$ cat src/rtl/ccse_pkg.sv
// Shared constants, types and codes of the Chebyshev Clenshaw evaluator.
package ccse_pkg;

   localparam int MAX_TERMS = 1024;
   localparam int COEFF_WIDTH = 48;
   localparam int ADDR_WIDTH = (MAX_TERMS > 1) ? $clog2(MAX_TERMS) : 1;

   localparam int VAL_WIDTH = 48;
   localparam int X_WIDTH = 32;
   localparam int ORDER_WIDTH = 10;
   localparam int CSR_INDEX_WIDTH = 2;
   localparam int OPERAND_WIDTH = VAL_WIDTH + 1;
   localparam int MAG_WIDTH = VAL_WIDTH;
   localparam int HALF_WIDTH = MAG_WIDTH / 2;
   localparam int PROD_WIDTH = 2 * MAG_WIDTH;
   localparam int SUM_WIDTH = VAL_WIDTH + 2;
   localparam int MUL_STEPS = 4;

   typedef logic [ADDR_WIDTH-1:0] addr_type;

   localparam logic signed [VAL_WIDTH-1:0] VAL_MAX = {1'b0, {(VAL_WIDTH-1){1'b1}}};
   localparam logic signed [VAL_WIDTH-1:0] VAL_MIN = {1'b1, {(VAL_WIDTH-1){1'b0}}};
   localparam logic signed [VAL_WIDTH-1:0] COEFF_MAX = (COEFF_WIDTH >= VAL_WIDTH) ? VAL_MAX :
      VAL_WIDTH'((64'sd1 <<< (COEFF_WIDTH - 1)) - 64'sd1);
   localparam logic signed [VAL_WIDTH-1:0] COEFF_MIN = -COEFF_MAX - VAL_WIDTH'(1);

   // 0.5 in Q16.32.
   localparam logic signed [VAL_WIDTH-1:0] HALF_ONE = 48'sh0000_8000_0000;

   localparam logic [VAL_WIDTH-1:0] Z_SCALE_RESET = 48'h0002_0000_0000;
   localparam logic [VAL_WIDTH-1:0] Z_OFFSET_RESET = 48'h0001_0000_0000;

   localparam logic [CSR_INDEX_WIDTH-1:0] CSR_TERM_ORDER = 2'd0;
   localparam logic [CSR_INDEX_WIDTH-1:0] CSR_Z_SCALE = 2'd1;
   localparam logic [CSR_INDEX_WIDTH-1:0] CSR_Z_OFFSET = 2'd2;

   localparam logic OP_LOAD = 1'b0;
   localparam logic OP_EVAL = 1'b1;

   typedef enum logic [1:0] {
      SH_28,
      SH_31,
      SH_32
   } shift_type;

   typedef struct packed {
      logic start;
      logic signed [OPERAND_WIDTH-1:0] a;
      logic signed [OPERAND_WIDTH-1:0] b;
      shift_type shift;
   } mul_req_type;

   typedef struct packed {
      logic done;
      logic signed [VAL_WIDTH-1:0] value;
      logic sat;
   } mul_rsp_type;

   typedef enum logic [1:0] {
      S_IDLE,
      S_ISSUE,
      S_WAIT,
      S_DONE
   } state_type;

   typedef enum logic [2:0] {
      PH_X2,
      PH_Z,
      PH_TERM,
      PH_D,
      PH_H
   } phase_type;

endpackage

$ cat src/rtl/ccse_mul.sv
// Iterative signed fixed-point multiplier with round-half-away and 48-bit saturation.
module ccse_mul (
   input  logic                  clock,
   input  logic                  reset,
   input  ccse_pkg::mul_req_type req,
   output ccse_pkg::mul_rsp_type rsp
);

   logic [ccse_pkg::MAG_WIDTH-1:0]  ma_ff, ma_in;
   logic [ccse_pkg::MAG_WIDTH-1:0]  mb_ff, mb_in;
   logic                            neg_ff, neg_in;
   ccse_pkg::shift_type             shift_ff, shift_in;
   logic [ccse_pkg::PROD_WIDTH-1:0] acc_ff, acc_in;
   logic [2:0]                      step_ff, step_in;
   logic                            busy_ff, busy_in;
   ccse_pkg::mul_rsp_type           rsp_ff, rsp_in;

   logic [ccse_pkg::OPERAND_WIDTH-1:0]  a_mag, b_mag;
   logic [ccse_pkg::HALF_WIDTH-1:0]     part_a, part_b;
   logic [ccse_pkg::MAG_WIDTH-1:0]      part_prod;
   logic [1:0]                          lane;
   logic [ccse_pkg::PROD_WIDTH-1:0]     part_shifted;
   logic [6:0]                          amount;
   logic [ccse_pkg::PROD_WIDTH:0]       rnd, rounded, quotient;
   logic [ccse_pkg::MAG_WIDTH-1:0]      lim_mag, mag;
   logic                                over;
   logic signed [ccse_pkg::VAL_WIDTH-1:0] value;

   // One 24x24 partial product per step, placed by the sum of the half indexes.
   always_comb begin
      a_mag = req.a[ccse_pkg::OPERAND_WIDTH-1] ? ccse_pkg::OPERAND_WIDTH'(-req.a)
                                               : ccse_pkg::OPERAND_WIDTH'(req.a);
      b_mag = req.b[ccse_pkg::OPERAND_WIDTH-1] ? ccse_pkg::OPERAND_WIDTH'(-req.b)
                                               : ccse_pkg::OPERAND_WIDTH'(req.b);
      part_a = step_ff[1] ? ma_ff[ccse_pkg::MAG_WIDTH-1:ccse_pkg::HALF_WIDTH]
                          : ma_ff[ccse_pkg::HALF_WIDTH-1:0];
      part_b = step_ff[0] ? mb_ff[ccse_pkg::MAG_WIDTH-1:ccse_pkg::HALF_WIDTH]
                          : mb_ff[ccse_pkg::HALF_WIDTH-1:0];
      part_prod = part_a * part_b;
      lane = {1'b0, step_ff[1]} + {1'b0, step_ff[0]};
      case (lane)
         2'd0:    part_shifted = ccse_pkg::PROD_WIDTH'(part_prod);
         2'd1:    part_shifted = ccse_pkg::PROD_WIDTH'(part_prod) << ccse_pkg::HALF_WIDTH;
         default: part_shifted = ccse_pkg::PROD_WIDTH'(part_prod) << (2 * ccse_pkg::HALF_WIDTH);
      endcase
   end

   // Rounding and saturation of the finished magnitude.
   always_comb begin
      case (shift_ff)
         ccse_pkg::SH_28: amount = 7'd28;
         ccse_pkg::SH_31: amount = 7'd31;
         default:         amount = 7'd32;
      endcase
      rnd = (ccse_pkg::PROD_WIDTH + 1)'(1) << (amount - 7'd1);
      rounded = {1'b0, acc_ff} + rnd;
      quotient = rounded >> amount;
      lim_mag = neg_ff ? ccse_pkg::MAG_WIDTH'(ccse_pkg::VAL_MIN)
                       : ccse_pkg::MAG_WIDTH'(ccse_pkg::VAL_MAX);
      over = quotient > (ccse_pkg::PROD_WIDTH + 1)'(lim_mag);
      mag = over ? lim_mag : quotient[ccse_pkg::MAG_WIDTH-1:0];
      value = neg_ff ? ccse_pkg::VAL_WIDTH'(-mag) : ccse_pkg::VAL_WIDTH'(mag);
   end

   always_comb begin
      ma_in = ma_ff;
      mb_in = mb_ff;
      neg_in = neg_ff;
      shift_in = shift_ff;
      acc_in = acc_ff;
      step_in = step_ff;
      busy_in = busy_ff;
      rsp_in = rsp_ff;
      rsp_in.done = 1'b0;
      if (!busy_ff) begin
         if (req.start) begin
            ma_in = a_mag[ccse_pkg::MAG_WIDTH-1:0];
            mb_in = b_mag[ccse_pkg::MAG_WIDTH-1:0];
            neg_in = req.a[ccse_pkg::OPERAND_WIDTH-1] ^ req.b[ccse_pkg::OPERAND_WIDTH-1];
            shift_in = req.shift;
            acc_in = '0;
            step_in = '0;
            busy_in = 1'b1;
         end
      end else if (step_ff != 3'(ccse_pkg::MUL_STEPS)) begin
         acc_in = acc_ff + part_shifted;
         step_in = step_ff + 3'd1;
      end else begin
         busy_in = 1'b0;
         rsp_in.done = 1'b1;
         rsp_in.value = value;
         rsp_in.sat = over;
      end
   end

   always_ff @(posedge clock) begin
      if (reset) begin
         busy_ff <= 1'b0;
         step_ff <= '0;
         rsp_ff <= '0;
      end else begin
         busy_ff <= busy_in;
         step_ff <= step_in;
         rsp_ff <= rsp_in;
      end
      ma_ff <= ma_in;
      mb_ff <= mb_in;
      neg_ff <= neg_in;
      shift_ff <= shift_in;
      acc_ff <= acc_in;
   end

   assign rsp = rsp_ff;

endmodule

$ cat config.mk
export PLATFORM = sky130hd
export DESIGN_NAME = ccse_mul
export DESIGN_NICKNAME = d
export VERILOG_FILES = /design/src/rtl/ccse_pkg.sv /design/src/rtl/ccse_mul.sv
export SDC_FILE = /design/constraint.sdc
export NUM_CORES = 2
export LEC_CHECK = 0
export BUFFER_PORTS_ARGS = -buffer_cell sky130_fd_sc_hd__buf_4
export CAP_MARGIN = 20
export CORE_ASPECT_RATIO = 1.25
export CORE_UTILIZATION = 35
export DETAILED_ROUTE_END_ITERATION = 8
export PLACE_DENSITY = 0.58
export SLEW_MARGIN = 5
export SYNTH_ARGS = -nofsm -noshare
export SYNTH_HDL_FRONTEND = slang
export SYNTH_SLANG_ARGS = --single-unit
$ cat constraint.sdc
create_clock -name clock -period 30.1 [get_ports clock]
set_clock_uncertainty 0.05 [all_clocks]
set_input_delay 9.03 -clock clock [delete_from_list [all_inputs] [get_ports clock]]
set_output_delay 9.03 -clock clock [all_outputs]
set_load 0.02 [all_outputs]
==> flow_metrics.py <==
metrics = {
    "drt": {
        "drtIter0Drc": 2309,
        "drt-met1-wl_mm": 55.5,
        "ant_nets": 0,
        "wl_mm": 143,
        "firstDrtPassIters": 6,
        "top_layer": "met5",
        "wl_per_cell_um": 21.0,
        "wl_met2_mm": 69.7,
        "wl_met3_mm": 7.10,
        "avgViaCountPerCell": 5.47,
        "post-route-drc-count": 0,
        "num_vias": 37200,
    },
    "sta": {
        "grt_setup_unrepaired": "false",
        "setup_viol": 0,
        "relSlewSlack": 0.0346,
        "final-hold-violation-count": 0,
        "finalCritPeriodShare": 0.472,
        "fin_crit_ns": 14.21,
        "slew_violations": 0,
        "worst_slew_pin_slew_ns": 1.41,
        "setup_tns_ns": 0,
        "fmax_mhz": 70.4,
    },
    "logic_synthesis": {
        "yosys.area.top_type_share": 0.226,
        "postSynth.asyncResetShare": 0,
        "post-synth-top-area-cell": "fa_1",
        "syn_inst": 5114,
        "ys_types": 96,
        "syn-cell-area_um2": 42800,
        "ys_warn_count": 0,
        "syn_avg_cell_area_um2": 8.36,
        "synth-edff-count": 195,
        "netlist_top_cells_count": "648 x inv_1, 578 x nand2_1, 544 x nor2_1",
        "synth_area_leaders": "fa_1 23%, edfxtp_1 14%, ha_1 10%, inv_1 5.7%, nand2_1 5.1%",
        "synth-seq-cells": 249,
        "ys.flop_type": "edfxtp_1",
        "seq_area_frac_synth": 0.162,
        "synth_most_common_cell": "inv_1",
    },
    "worst_setup_path": {
        "cp_data_arrival_time_ns": 14.54,
        "setup.worst_path.start": "step_ff[1]$_SDFFE_PP0P_",
        "max_stage_delay_ns": 0.95,
        "cp_max_fo": 37,
        "r2r_cells": 45,
        "rr_endpoint": "acc_ff[92]$_SDFFCE_PN0P_",
        "crit_family": "compound AO/OA/AOI/OAI gates",
        "cpMostUsedCell": "fa_1",
        "cpMaxStageDelayCell": "mux2i_1",
        "critPathBufInv": 5,
        "r2r_slack_ns": 15.89,
        "criticalPathCategory": "register to register",
        "critPathRequiredTime_ns": 30.43,
        "cp-end-kind": "register",
        "r2r-start": "step_ff[1]$_SDFFE_PP0P_",
        "worst_setup_path_start_kind": "register",
        "critPathCapture": "acc_ff[92]$_SDFFCE_PN0P_",
        "cp.depth": 45,
    },
    "die": {
        "die_h_um": 393,
        "initial_utilization": 0.353,
        "fp-row-count": 143,
        "core_um2": 121000,
        "die_w_um": 315,
        "dieArea_um2": 124000,
        "io_pins": 153,
    },
    "status": {
        "outcome": "completed",
    },
    "cts": {
        "numCtsBuffers": 31,
        "cts_setup_buffers": 0,
        "clk_latency_ns": 0.66,
        "postCtsHoldBufs": 0,
        "cts_tree": "yes",
        "clock_sinks": 249,
        "post_cts_resized": 0,
        "clk_pin_slew_worst_paths_ns": 0.07,
        "cts-root-buf": "clkbuf_16",
        "clockBufferDepth": 3,
        "h-tree-depth": 1,
    },
    "finish": {
        "layout.nets": 6103,
        "drive_above_1_share": 0.0757,
        "num-fill-cells": 12500,
        "areaGrowthSynthToFinish_pct": 9.47,
        "diodes": 0,
    },
    "run": {
        "max_cap_viol_count": 0,
    },
    "grt": {
        "groute.usage.overall": 0.230,
        "antenna_found_initial": 1,
        "first_global_vias": 37900,
        "grt_pass1_wl_mm": 220,
        "grt_max_degree": 97,
        "overflow": 0,
    },
    "placed_design": {
        "io_buffers": 152,
        "hpwl_mm": 117,
        "place.gp.congestion": 0.975,
    },
    "min_path": {
        "hold_path_class": "register to register",
    },
}
==> through the flow <==
step / std cells / util / setup slack [ns] / cell area (um2) / hold WS [ns]
floorplan: 5138 / - / 16.11 / 42900 / 0.455
global placement: 6723 / 0.376 / 15.98 / 45600 / 0.385
detailed placement: 6723 / 0.376 / 15.65 / 45600 / 0.390
CTS: 6781 / 0.386 / 15.60 / 46800 / 0.399
global route: 6786 / 0.386 / 15.23 / 46800 / 0.426
finish: 6786 / 0.386 / 15.89 / 46800 / 0.396
==> cells in the final DEF (no fill, tap or decap), types with 25 or more instances in the layout <==
master	netlist	routed
a211oi_1	40	40
a21o_1	130	130
a21oi_1	257	257
a31oi_1	34	34
and2_1	63	63
and3_1	49	49
buf_4	1	218
clkbuf_16	0	35
conb_1	1	25
dfxtp_1	54	52
edfxtp_1	195	195
fa_1	483	483
ha_1	351	351
inv_1	648	646
mux2_2	53	53
mux2i_1	57	50
nand2_1	578	578
nand2b_1	34	34
nand3_1	105	105
nand4_1	69	69
nor2_1	544	543
nor2b_1	35	34
nor3_1	66	66
nor4_1	26	26
o211ai_1	30	30
o21a_1	33	33
o21ai_0	216	216
o21bai_1	27	27
o31ai_1	50	50
or3_1	51	51
or4_1	32	32
xnor2_1	189	189
xor2_1	83	83
==> state kept, by name, summed over array words and instances (netlist names) <==
register and flops:
neg_ff 1, shift_ff 2, acc_ff 96, busy_ff 1
ma_ff 48, step_ff 3, mb_ff 48, rsp 50
==> how the worst min path moves through the flow <==
stage / endpoint / cells after the start / start
after detailed placement: rsp[7]$_SDFFE_PP0P_ / 2 / rsp[7]$_SDFFE_PP0P_
final: rsp[7]$_SDFFE_PP0P_ / 2 / rsp[7]$_SDFFE_PP0P_
after global routing: rsp[38]$_SDFFE_PP0P_ / 2 / rsp[38]$_SDFFE_PP0P_
after CTS: rsp[7]$_SDFFE_PP0P_ / 2 / rsp[7]$_SDFFE_PP0P_
after global placement: rsp[7]$_SDFFE_PP0P_ / 2 / rsp[7]$_SDFFE_PP0P_
after floorplan: step_ff[2]$_SDFFE_PP0P_ / 2 / step_ff[2]$_SDFFE_PP0P_
==> area by class of cell <==
cell class	count	area (um2)	area share
Multi-Input combinational cell	4014	32700	0.697
Inverter	651	2440	0.0522
Clock buffer	41	940	0.0201
Clock inverter	17	196	0.00420
Timing Repair Buffer	219	1650	0.0352
Tap cell	1595	2000	0.0426
Sequential cell	249	6940	0.148
==> kinds of logic after synthesis <==
group / share of synthesized area
DFF: 0.162
other: 0.0000877
and+or+nand+nor: 0.186
buffers and inverters: 0.0773
AOI/OAI and AO/OA: 0.163
muxes: 0.0273
adders and majority gates: 0.329
xor gates and xnor gates: 0.0557
==> tightest hold or removal path: cells and delay by family, from the launching register on <==
| family | cells | cell delay (ns) |
|---|---|---|
| simple gates | 2 | 0.09 |
| flops | 1 | 0.31 |
==> metal layers <==
layer | vias to the layer above | global-route usage
met4 | 2 | 0.142
met3 | 367 | 0.0230
met1 | 18000 | 0.265
li1 | 17500 | -
met2 | 1260 | 0.407
met5 | - | 0
Power is left out: the tool's default activity adds up to more than one toggle a clock period on the data nets, which glitch-free logic cannot reach.
